File: config.mk
export PLATFORM = sky130hd
export DESIGN_NAME = key_event_queue
export DESIGN_NICKNAME = d
export VERILOG_FILES = /design/src/hdl/kev_pkg.sv /design/src/hdl/kev_keymap.sv /design/src/hdl/kev_fifo.sv /design/src/hdl/key_event_queue.sv
export SDC_FILE = /design/constraint.sdc
export NUM_CORES = 2
export LEC_CHECK = 0
export BUFFER_PORTS_ARGS = -buffer_cell sky130_fd_sc_hd__buf_4
export CAP_MARGIN = 25
export CORE_MARGIN = 2
export CORE_UTILIZATION = 35
export CTS_BUF_LIST = sky130_fd_sc_hd__clkbuf_8
export CTS_CLUSTER_DIAMETER = 120
export DETAILED_ROUTE_END_ITERATION = 10
export GPL_TIMING_DRIVEN = 0
export PLACE_DENSITY_LB_ADDON = 0.15
export SYNTH_ARGS = -nofsm -noshare
export SYNTH_HDL_FRONTEND = slang
export SYNTH_HIERARCHICAL = 1
export SYNTH_SLANG_ARGS = --single-unit
File: constraint.sdc
create_clock -name i_clk -period 17.26 [get_ports i_clk]
set_input_delay 0.863 -clock i_clk [delete_from_list [all_inputs] [get_ports i_clk]]
set_output_delay 0.863 -clock i_clk [all_outputs]
set_load 0.02 [all_outputs]
File: src/hdl/kev_pkg.sv
// ----------------------------------------------------------------------------
// kev_pkg: shared types and constants for the key event queue
// Request codes, event layout, keysym to key code mapping, and the structs
// between the sequencer, the key state memory and the event FIFO.
// ----------------------------------------------------------------------------
package kev_pkg;

    localparam int KEY_CODE_W = 10;
    localparam int KEY_VAL_W  = 2;
    localparam int KEYSYM_W   = 29;
    localparam int ROW_W      = 32;   // key state bits per memory row
    localparam int ROW_SEL_W  = 5;    // bit select inside a row

    typedef enum logic [1:0] {
        MODE_KEY   = 2'd0,
        MODE_READ  = 2'd1,
        MODE_CLEAR = 2'd2
    } t_mode;

    localparam logic [KEY_VAL_W-1:0] KV_RELEASE = 2'd0;
    localparam logic [KEY_VAL_W-1:0] KV_PRESS   = 2'd1;
    localparam logic [KEY_VAL_W-1:0] KV_REPEAT  = 2'd2;

    typedef struct packed {
        logic [KEY_CODE_W-1:0] code;
        logic [KEY_VAL_W-1:0]  value;
    } t_event;

    typedef struct packed {
        logic   push;
        logic   pop;
        logic   clear;
        t_event data;
    } t_fifo_req;

    typedef struct packed {
        logic empty;
        logic full;
    } t_fifo_stat;

    typedef struct packed {
        logic rd;
        logic wr;
    } t_map_ctl;

    localparam logic [KEY_CODE_W-1:0] LETTER_CODE [26] = '{
        10'd30, 10'd48, 10'd46, 10'd32, 10'd18, 10'd33, 10'd34, 10'd35, 10'd23,
        10'd36, 10'd37, 10'd38, 10'd50, 10'd49, 10'd24, 10'd25, 10'd16, 10'd19,
        10'd31, 10'd20, 10'd22, 10'd47, 10'd17, 10'd45, 10'd21, 10'd44
    };

    localparam logic [KEY_CODE_W-1:0] DIGIT_CODE [10] = '{
        10'd11, 10'd2, 10'd3, 10'd4, 10'd5, 10'd6, 10'd7, 10'd8, 10'd9, 10'd10
    };

    // Returns 0 for an unmapped keysym.
    function automatic logic [KEY_CODE_W-1:0] map_keysym(input logic [KEYSYM_W-1:0] sym);
        logic [KEYSYM_W-1:0]   ofs;
        logic [KEY_CODE_W-1:0] code;
        ofs  = '0;
        code = '0;
        if (sym inside {[29'h61:29'h7a]}) begin
            ofs  = sym - 29'h61;
            code = LETTER_CODE[ofs[4:0]];
        end else if (sym inside {[29'h41:29'h5a]}) begin
            ofs  = sym - 29'h41;
            code = LETTER_CODE[ofs[4:0]];
        end else if (sym inside {[29'h30:29'h39]}) begin
            ofs  = sym - 29'h30;
            code = DIGIT_CODE[ofs[3:0]];
        end else begin
            case (sym)
                29'hff1b: code = 10'd1;
                29'hff0d: code = 10'd28;
                29'h0020: code = 10'd57;
                29'hff09: code = 10'd15;
                29'hff08: code = 10'd14;
                29'hffe1: code = 10'd42;
                29'hffe2: code = 10'd54;
                29'hffe3: code = 10'd29;
                29'hffe4: code = 10'd97;
                29'hffe9: code = 10'd56;
                29'hffea: code = 10'd100;
                29'hffeb, 29'hffe7: code = 10'd125;
                29'hffec, 29'hffe8: code = 10'd126;
                29'hffe5: code = 10'd58;
                29'hff51: code = 10'd105;
                29'hff53: code = 10'd106;
                29'hff52: code = 10'd103;
                29'hff54: code = 10'd108;
                29'hff50: code = 10'd102;
                29'hff57: code = 10'd107;
                29'hff55: code = 10'd104;
                29'hff56: code = 10'd109;
                29'hff63: code = 10'd110;
                29'hffff: code = 10'd111;
                29'hffbe: code = 10'd59;
                29'hffbf: code = 10'd60;
                29'hffc0: code = 10'd61;
                29'hffc1: code = 10'd62;
                29'hffc2: code = 10'd63;
                29'hffc3: code = 10'd64;
                29'hffc4: code = 10'd65;
                29'hffc5: code = 10'd66;
                29'hffc6: code = 10'd67;
                29'hffc7: code = 10'd68;
                29'hffc8: code = 10'd87;
                29'hffc9: code = 10'd88;
                29'h0060, 29'h007e: code = 10'd41;
                29'h002d, 29'h005f: code = 10'd12;
                29'h003d, 29'h002b: code = 10'd13;
                29'h005b, 29'h007b: code = 10'd26;
                29'h005d, 29'h007d: code = 10'd27;
                29'h005c, 29'h007c: code = 10'd43;
                29'h003b, 29'h003a: code = 10'd39;
                29'h0027, 29'h0022: code = 10'd40;
                29'h002c, 29'h003c: code = 10'd51;
                29'h002e, 29'h003e: code = 10'd52;
                29'h002f, 29'h003f: code = 10'd53;
                29'hffb0: code = 10'd82;
                29'hffb1: code = 10'd79;
                29'hffb2: code = 10'd80;
                29'hffb3: code = 10'd81;
                29'hffb4: code = 10'd75;
                29'hffb5: code = 10'd76;
                29'hffb6: code = 10'd77;
                29'hffb7: code = 10'd71;
                29'hffb8: code = 10'd72;
                29'hffb9: code = 10'd73;
                29'hffab: code = 10'd78;
                29'hffad: code = 10'd74;
                29'hffaa: code = 10'd55;
                29'hffaf: code = 10'd98;
                29'hffae: code = 10'd83;
                29'hff8d: code = 10'd96;
                default:  code = '0;
            endcase
        end
        return code;
    endfunction

endpackage

File: src/hdl/kev_keymap.sv
// ----------------------------------------------------------------------------
// kev_keymap: key held bitmap memory
// One bit per key code, stored as rows of 32 bits in a synchronous memory
// with one write port and one registered read port.
// ----------------------------------------------------------------------------
module kev_keymap #(
    parameter int ROWS = 24
) (
    input  logic                           i_clk,
    input  kev_pkg::t_map_ctl              i_ctl,
    input  logic [$clog2(ROWS)-1:0]        i_addr,
    input  logic [kev_pkg::ROW_W-1:0]      i_wdata,
    output logic [kev_pkg::ROW_W-1:0]      o_rdata
);

    logic [kev_pkg::ROW_W-1:0] r_mem [ROWS];
    logic [kev_pkg::ROW_W-1:0] r_rdata;

    always_ff @(posedge i_clk) begin
        if (i_ctl.wr) begin
            r_mem[i_addr] <= i_wdata;
        end
        if (i_ctl.rd) begin
            r_rdata <= r_mem[i_addr];
        end
    end

    assign o_rdata = r_rdata;

endmodule

File: src/hdl/kev_fifo.sv
// ----------------------------------------------------------------------------
// kev_fifo: event ring buffer
// Synchronous event memory with read and write indices and a fill count.
// A push into a full buffer is dropped; a pop of an empty buffer does nothing.
// ----------------------------------------------------------------------------
module kev_fifo #(
    parameter int DEPTH = 256
) (
    input  logic                i_clk,
    input  logic                i_rst_n,
    input  kev_pkg::t_fifo_req  i_req,
    output kev_pkg::t_fifo_stat o_stat,
    output kev_pkg::t_event     o_rdata
);

    localparam int IDX_W = (DEPTH > 1) ? $clog2(DEPTH) : 1;
    localparam int CNT_W = $clog2(DEPTH + 1);

    kev_pkg::t_event  r_mem [DEPTH];
    kev_pkg::t_event  r_rdata;
    logic [IDX_W-1:0] r_rd_idx, n_rd_idx;
    logic [IDX_W-1:0] r_wr_idx, n_wr_idx;
    logic [CNT_W-1:0] r_count,  n_count;
    logic             empty, full, do_push, do_pop;

    assign empty   = (r_count == '0);
    assign full    = (r_count == CNT_W'(DEPTH));
    assign do_push = i_req.push && !full;
    assign do_pop  = i_req.pop && !empty;

    always_comb begin
        n_rd_idx = r_rd_idx;
        n_wr_idx = r_wr_idx;
        n_count  = r_count;
        if (i_req.clear) begin
            n_rd_idx = '0;
            n_wr_idx = '0;
            n_count  = '0;
        end else if (do_push) begin
            n_wr_idx = (r_wr_idx == IDX_W'(DEPTH - 1)) ? '0 : r_wr_idx + 1'b1;
            n_count  = r_count + 1'b1;
        end else if (do_pop) begin
            n_rd_idx = (r_rd_idx == IDX_W'(DEPTH - 1)) ? '0 : r_rd_idx + 1'b1;
            n_count  = r_count - 1'b1;
        end
    end

    always_ff @(posedge i_clk) begin
        if (!i_rst_n) begin
            r_rd_idx <= '0;
            r_wr_idx <= '0;
            r_count  <= '0;
        end else begin
            r_rd_idx <= n_rd_idx;
            r_wr_idx <= n_wr_idx;
            r_count  <= n_count;
        end
    end

    always_ff @(posedge i_clk) begin
        if (do_push && !i_req.clear) begin
            r_mem[r_wr_idx] <= i_req.data;
        end
        if (do_pop && !i_req.clear) begin
            r_rdata <= r_mem[r_rd_idx];
        end
    end

    assign o_stat.empty = empty;
    assign o_stat.full  = full;
    assign o_rdata      = r_rdata;

endmodule

File: src/hdl/key_event_queue.sv
// ----------------------------------------------------------------------------
// key_event_queue: keyboard event controller with event FIFO
// Maps keysyms to key codes, tracks held keys in a bitmap memory and queues
// press, repeat and release events for readout.
// ----------------------------------------------------------------------------
//  channel | valid    | stall    | payload
//  --------+----------+----------+------------------------------------------
//  request | i_valid  | o_stall  | i_mode, i_keysym, i_pressed
//  result  | o_valid  | i_stall  | o_has_event, o_key_code, o_key_value
//
//  Key request: read-modify-write of one bitmap row, written back in ST_KEY.
//  Read request: FIFO memory read, held in ST_READ while the result register
//  is still full; unmapped keys and unused modes leave the block in ST_IDLE.
//  Reset and clear requests sweep the bitmap one row per cycle, with o_stall
//  high, over ceil(KEY_COUNT/32) rows (24 at the default).
//  A waiting result does not block key or clear requests.
// ----------------------------------------------------------------------------
module key_event_queue #(
    parameter int QUEUE_DEPTH = 256,
    parameter int KEY_COUNT   = 768
) (
    input  logic                               i_clk,
    input  logic                               i_rst_n,
    input  logic                               i_valid,
    output logic                               o_stall,
    input  logic [1:0]                         i_mode,
    input  logic [kev_pkg::KEYSYM_W-1:0]       i_keysym,
    input  logic                               i_pressed,
    output logic                               o_valid,
    input  logic                               i_stall,
    output logic                               o_has_event,
    output logic [kev_pkg::KEY_CODE_W-1:0]     o_key_code,
    output logic [kev_pkg::KEY_VAL_W-1:0]      o_key_value
);

    localparam int KEY_ROWS = (KEY_COUNT + kev_pkg::ROW_W - 1) / kev_pkg::ROW_W;
    localparam int ROW_AW   = $clog2(KEY_ROWS);

    typedef enum logic [3:0] {
        ST_CLEAR = 4'b0001,
        ST_IDLE  = 4'b0010,
        ST_KEY   = 4'b0100,
        ST_READ  = 4'b1000
    } t_state;

    t_state                            r_state, n_state;
    logic [ROW_AW-1:0]                 r_sweep, n_sweep;
    logic [kev_pkg::KEY_CODE_W-1:0]    r_code;
    logic                              r_pressed;
    logic                              r_empty;
    logic                              r_out_valid, n_out_valid;
    logic                              r_has_event;
    logic [kev_pkg::KEY_CODE_W-1:0]    r_out_code;
    logic [kev_pkg::KEY_VAL_W-1:0]     r_out_value;

    logic                              accept, key_ok, held, enq, out_load;
    logic [kev_pkg::KEY_CODE_W-1:0]    mapped;
    logic [kev_pkg::KEY_VAL_W-1:0]     value;
    logic [kev_pkg::ROW_W-1:0]         row_rdata, row_wdata;
    logic [ROW_AW-1:0]                 row_addr;
    kev_pkg::t_map_ctl                 map_ctl;
    kev_pkg::t_fifo_req                fifo_req;
    kev_pkg::t_fifo_stat               fifo_stat;
    kev_pkg::t_event                   fifo_rdata;

    assign o_stall = (r_state != ST_IDLE);
    assign accept  = i_valid && !o_stall;
    assign mapped  = kev_pkg::map_keysym(i_keysym);
    assign key_ok  = (mapped != '0) && ({1'b0, mapped} < 11'(KEY_COUNT));

    // bitmap update for the pending key request
    assign held = row_rdata[r_code[kev_pkg::ROW_SEL_W-1:0]];

    always_comb begin
        row_wdata = row_rdata;
        enq       = 1'b0;
        value     = kev_pkg::KV_RELEASE;
        if (r_pressed) begin
            enq   = 1'b1;
            value = held ? kev_pkg::KV_REPEAT : kev_pkg::KV_PRESS;
            row_wdata[r_code[kev_pkg::ROW_SEL_W-1:0]] = 1'b1;
        end else if (held) begin
            enq   = 1'b1;
            row_wdata[r_code[kev_pkg::ROW_SEL_W-1:0]] = 1'b0;
        end
    end

    always_comb begin
        if (r_state == ST_CLEAR) begin
            row_addr = r_sweep;
        end else if (r_state == ST_KEY) begin
            row_addr = r_code[ROW_AW+kev_pkg::ROW_SEL_W-1:kev_pkg::ROW_SEL_W];
        end else begin
            row_addr = mapped[ROW_AW+kev_pkg::ROW_SEL_W-1:kev_pkg::ROW_SEL_W];
        end
    end

    assign map_ctl.rd = accept && (i_mode == kev_pkg::MODE_KEY) && key_ok;
    assign map_ctl.wr = (r_state == ST_CLEAR) || (r_state == ST_KEY);

    assign fifo_req.push       = (r_state == ST_KEY) && enq;
    assign fifo_req.pop        = accept && (i_mode == kev_pkg::MODE_READ);
    assign fifo_req.clear      = accept && (i_mode == kev_pkg::MODE_CLEAR);
    assign fifo_req.data.code  = r_code;
    assign fifo_req.data.value = value;

    assign out_load = (r_state == ST_READ) && (!r_out_valid || !i_stall);

    always_comb begin
        n_state = r_state;
        n_sweep = r_sweep;
        case (r_state)
            ST_CLEAR: begin
                if (r_sweep == ROW_AW'(KEY_ROWS - 1)) begin
                    n_state = ST_IDLE;
                end else begin
                    n_sweep = r_sweep + 1'b1;
                end
            end
            ST_IDLE: begin
                if (accept) begin
                    case (i_mode)
                        kev_pkg::MODE_KEY:   n_state = key_ok ? ST_KEY : ST_IDLE;
                        kev_pkg::MODE_READ:  n_state = ST_READ;
                        kev_pkg::MODE_CLEAR: begin
                            n_state = ST_CLEAR;
                            n_sweep = '0;
                        end
                        default:             n_state = ST_IDLE;
                    endcase
                end
            end
            ST_KEY:  n_state = ST_IDLE;
            ST_READ: n_state = out_load ? ST_IDLE : ST_READ;
            default: n_state = ST_IDLE;
        endcase
    end

    assign n_out_valid = out_load || (r_out_valid && i_stall);

    always_ff @(posedge i_clk) begin
        if (!i_rst_n) begin
            r_state     <= ST_CLEAR;
            r_sweep     <= '0;
            r_out_valid <= 1'b0;
        end else begin
            r_state     <= n_state;
            r_sweep     <= n_sweep;
            r_out_valid <= n_out_valid;
        end
    end

    always_ff @(posedge i_clk) begin
        if (accept) begin
            r_code    <= mapped;
            r_pressed <= i_pressed;
            r_empty   <= fifo_stat.empty;
        end
        if (out_load) begin
            r_has_event <= !r_empty;
            r_out_code  <= r_empty ? '0 : fifo_rdata.code;
            r_out_value <= r_empty ? kev_pkg::KV_RELEASE : fifo_rdata.value;
        end
    end

    kev_keymap #(
        .ROWS (KEY_ROWS)
    ) u_keymap (
        .i_clk   (i_clk),
        .i_ctl   (map_ctl),
        .i_addr  (row_addr),
        .i_wdata (r_state == ST_CLEAR ? '0 : row_wdata),
        .o_rdata (row_rdata)
    );

    kev_fifo #(
        .DEPTH (QUEUE_DEPTH)
    ) u_fifo (
        .i_clk   (i_clk),
        .i_rst_n (i_rst_n),
        .i_req   (fifo_req),
        .o_stat  (fifo_stat),
        .o_rdata (fifo_rdata)
    );

    assign o_valid     = r_out_valid;
    assign o_has_event = r_has_event;
    assign o_key_code  = r_out_code;
    assign o_key_value = r_out_value;

endmodule

Word-level counts from Yosys, hierarchy flattened
Memories as Yosys holds them, arrays and structs flattened. A register that Yosys moved wholly into a read port is not among the register bits.
Cells that the tools add are included.
Widths: inputs -> output; s select.

operators by class
  add/sub/neg operators = 8
  order comparisons = 12
  equal/unequal tests = 91
  muxes and demuxes = 41
  bitwise gates (word level) = 8
  reduce and logical (&&, ||, !) cells = 49

operator list
  kind                  number
  $eq 29x16->1 const B  53
  $pmux 7 s63           1
  $eq 29x6->1 const B   14
  $eq 29x7->1 const B   9
  $mux 32               3
  $mux 10               9
  $ge 29x7->1 const B   2
  $le 29x7->1 const B   2
  $and 32x32->32        1
  $not 32->32           1
  $or 32x32->32         1
  $ge 29x6->1 const B   1
  $le 29x6->1 const B   1
  $reduce_or 2->1       14
  $mux 5                5
  $pmux 4 s3            2
  $mux 9                2
  $logic_and 1x1->1     17
  $add 8x1->8 const B   2
  $eq 8x8->1 const B    2
  $mux 8                2
  $ge 6x6->1 const B    2
  $mux 4                3
  $not 5->6             2
  35 further kinds      58

storage, ports and cells
  bits in registers = 60
  memory bits (writable) = 3840
  bits in read-only memories = 800
  input port bits = 36
  logic and storage cells = 226
  memories kept = 5

memories
  name              words  width  read ports  clocked after Yosys merged registers in  wr ports  RTL line          RTL
  u_fifo.r_mem      256    12     1           1                                        1         kev_fifo.sv:19    kev_pkg::t_event r_mem [DEPTH];
  u_keymap.r_mem    24     32     1           1                                        1         kev_keymap.sv:16  logic [kev_pkg::ROW_W-1:0] r_mem [ROWS];
  (name not given)  32     10     1           0                                        0         kev_pkg.sv:67     code = LETTER_CODE[ofs[4:0]];
  (name not given)  32     10     1           0                                        0         kev_pkg.sv:64     code = LETTER_CODE[ofs[4:0]];
  (name not given)  16     10     1           0                                        0         kev_pkg.sv:70     code = DIGIT_CODE[ofs[3:0]];

Logic depth before layout (Yosys ltp)
  word-level depth = 14
  depth in mapped cells = 19

Hierarchy
Netlist, hierarchy kept.

by module, submodules not included
  module           times used  cells an instance  area an instance (µm²)  sequential area each (µm²)
  kev_fifo         1           5816               121168.7                93109.3
  kev_keymap       1           1477               30300.3                 24023.0
  key_event_queue  1           661                4762.1                  860.8

Least setup slack after synthesis
Ideal clock, no wire load.

  kind = register to register
  start point = register r_code[0] (netlist name)
  end point = memory u_fifo/r_mem[0][0] (netlist name) (data pin)
  setup time = 1.393 ns
  arrival time = 10.919 ns
  required time = 15.867 ns
  slack = 4.947 ns
  stages on the path, launching flop included = 7
  path buffers = 2
  clock period less this slack = 12.313 ns
  cells stage by stage = edfxtp_1 clkbuf_1 buf_1 mux4_2 a22oi_1 nand4_1 nor2_1

RTL lines
  element                   RTL line                RTL
  start: declaration        key_event_queue.sv:48   logic [kev_pkg::KEY_CODE_W-1:0] r_code;
  start signal: assignment  key_event_queue.sv:155  r_code <= mapped;
  end: declaration          kev_fifo.sv:19

==> metrics.md <==
| Metric | Value |
|---|---|
| Status | `finished clean` |
| Share of layout cells above drive strength 1 | `0.256` |
| CTS tree | `done` |
| Max-slew violations | `0` |
| Hpwl dp | `505000 um` |
| Pwr per Cell Area | `98.5 mW/mm^2` |
| Vias in the first global route | `92.1k` |
| Syn Std Cell Area | `0.156 mm^2` |
| Slew HR | `0.0642` |
| Max frequency | `0.126 GHz` |
| Number of synthesis warnings | `6` |
| Via-to-Cell Ratio | `6.04` |
| Clk pin slew, worst setup/hold paths | `0.06 ns` |
| Synthesis-to-layout area growth | `20.0%` |
| Max IR drop VDD | `0.0803 mV` |
| Max Cap Violations | `0` |
| Die Wd | `672 um` |
| Hold Violations, Final | `0` |
| Pre-antenna DRT Iters | `9` |
| Die ar. | `0.452 mm^2` |
| WP data arrival | `8.97 ns` |
| Hold WC Path Type | `in2reg` |
| Iter 0 DRT Violations | `18.9k` |
| Sink Count | `3941` |
| Critical setup path kind | `reg2reg` |
| Worst-skew pair later-pin latency | `1.35 ns` |
| CP Max Fanout | `18` |
| Core Util, Final | `0.422` |
| Global Route Usage Sum | `0.317` |
| Setup_tns | `0 ns` |
| Gr ovfl total | `0` |
| Commonest non-fill, non-tap cells in the layout | `3906 x edfxtp_1, 768 x conb_1, 700 x clkbuf_8, 639 x mux4_2, 574 x mux2i_1` |
| RSZ-0062 raised after global routing | `no` |
| Clock skew | `0.126 ns` |
| Post-synthesis instance total | `7952` |
| P_leak | `56.2 nW` |
| # fillers | `39.5k` |
| CP Capture Type | `flip-flop` |
| H-tree depth | `6` |
| Pin count of the biggest net entering global routing | `61` |
| DRC Markers | `0` |
| GPL Wtd Cong | `1.03` |
| DR vias | `99.1k` |
| WL/cell | `44.6 um` |
| Register area | `0.118 mm^2` |
| Fin nets | `9962` |
| Multi-input logic area | `0.0386 mm^2` |
| Std cell rows | `245` |
| Die height | `672 um` |
| Final Cycle Share | `0.461` |
| Crit start category | `flip-flop` |
| Setup violations, final | `0` |
| Mean Syn Cell Area | `19.6 um^2` |
| CTS root buf | `clkbuf_8` |
| Initial antenna violation count | `104` |
| Hold_ws | `0.154 ns` |
| Core footprint | `0.445 mm^2` |
| Clk buf depth | `4` |
| Worst Tran Pin Value | `1.40 ns` |
| Worst EP required | `18.27 ns` |
| Post-CTS setup buffer count | `0` |
| First-pass GRT wire length | `926000 um` |
| Port Buffer Count | `49` |
| Antenna Nets Post-Route | `0` |
| WL final | `731000 um` |
| Total power | `18.5 mW` |
| # IOs | `51` |
| Most common cell after layout, fill and taps aside | `edfxtp_1` |
| Fin crit period | `7.96 ns` |
| Starting Density | `0.351` |
| TritonCTS buffer count | `672` |
[final timing paths]
check                                  from                              end  slack (ns)  depth (start not counted)
max                     r_code[0]$_DFFE_PP_  u_fifo/r_mem[110][10]$_DFFE_PP_        9.30                         15
min                               i_mode[1]          r_state[3]$_SDFFE_PN0P_        0.15                          5
max reg2reg             r_code[0]$_DFFE_PP_  u_fifo/r_mem[110][10]$_DFFE_PP_        9.30                         15
min reg2reg  u_fifo/r_count[6]$_SDFFE_PP0P_   u_fifo/r_count[6]$_SDFFE_PP0P_        0.49                          2
[registers in the layout, summed over array words and instances, names as in the netlist]
signal / cells
o_valid: 1
r_sweep: 5
u_fifo/r_mem: 3072
r_code: 7
u_fifo/o_rdata: 12
o_key_code: 10
u_fifo/r_rd_idx: 8
r_empty: 1
u_keymap/o_rdata: 32
o_has_event: 1
u_fifo/r_wr_idx: 8
r_pressed: 1
o_key_value: 2
r_state: 4
u_keymap/r_mem: 768
u_fifo/r_count: 9
[per-layer routing]
layer,share of wire,track usage,vias up
li1,-,-,36300
met1,0.36,0.399,52400
met5,0.00081,0.00489,-
met4,0.080,0.209,32
met3,0.13,0.113,2020
met2,0.43,0.460,8354
[power breakdown]
| part | switching (mW) | leakage [nW] | internal (mW) |
|---|---|---|---|
| Combinational | 0.220 | 17.3 | 0.106 |
| Sequential | 0.00582 | 32.1 | 10.4 |
| Clock | 3.96 | 6.76 | 3.74 |
| Total | 4.19 | 56.2 | 14.3 |
[area by class of cell]
class	count	share of cell area
plain buffers	491	0.0175
flip-flops and latches	3941	0.629
diodes	73	0.000974
well taps	5928	0.0396
clock buffers	684	0.0502
inverters	29	0.000581
repair buffers	507	0.0436
multi-input cells	4258	0.206
clock inverters	490	0.0125
[critical path: stages (launching register included)]
cell and delay, ns:
edfxtp_1 0.68, buf_16 0.23, clkbuf_1 0.49, buf_1 0.51
mux4_2 0.61, a22oi_1 0.19, nand4_1 0.56, o21a_1 0.54
o21ai_1 0.51, clkbuf_1 0.85, nor2_1 0.29, nand2_1 0.85
clkbuf_2 0.60, buf_12 0.29, nor2_1 0.18, buf_4 0.27
[stage by stage]
stage	area [um^2]	instances	worst slack, ns
2_1_floorplan	159000	8719	4.95
3_3_place_gp	167000	14700	-8.54
3_5_place_dp	175000	15100	9.52
4_1_cts	187000	16300	9.46
5_1_grt	187000	16300	9.25
6_report	187000	16400	9.30
[what timing repair did]
item / 4_1_cts / 5_1_grt
gates resized for setup: 0 / 0
hold buffers: 4 / 0
hold endpoints to repair: 11 / 0
Power figures use the tool's default switching activity.
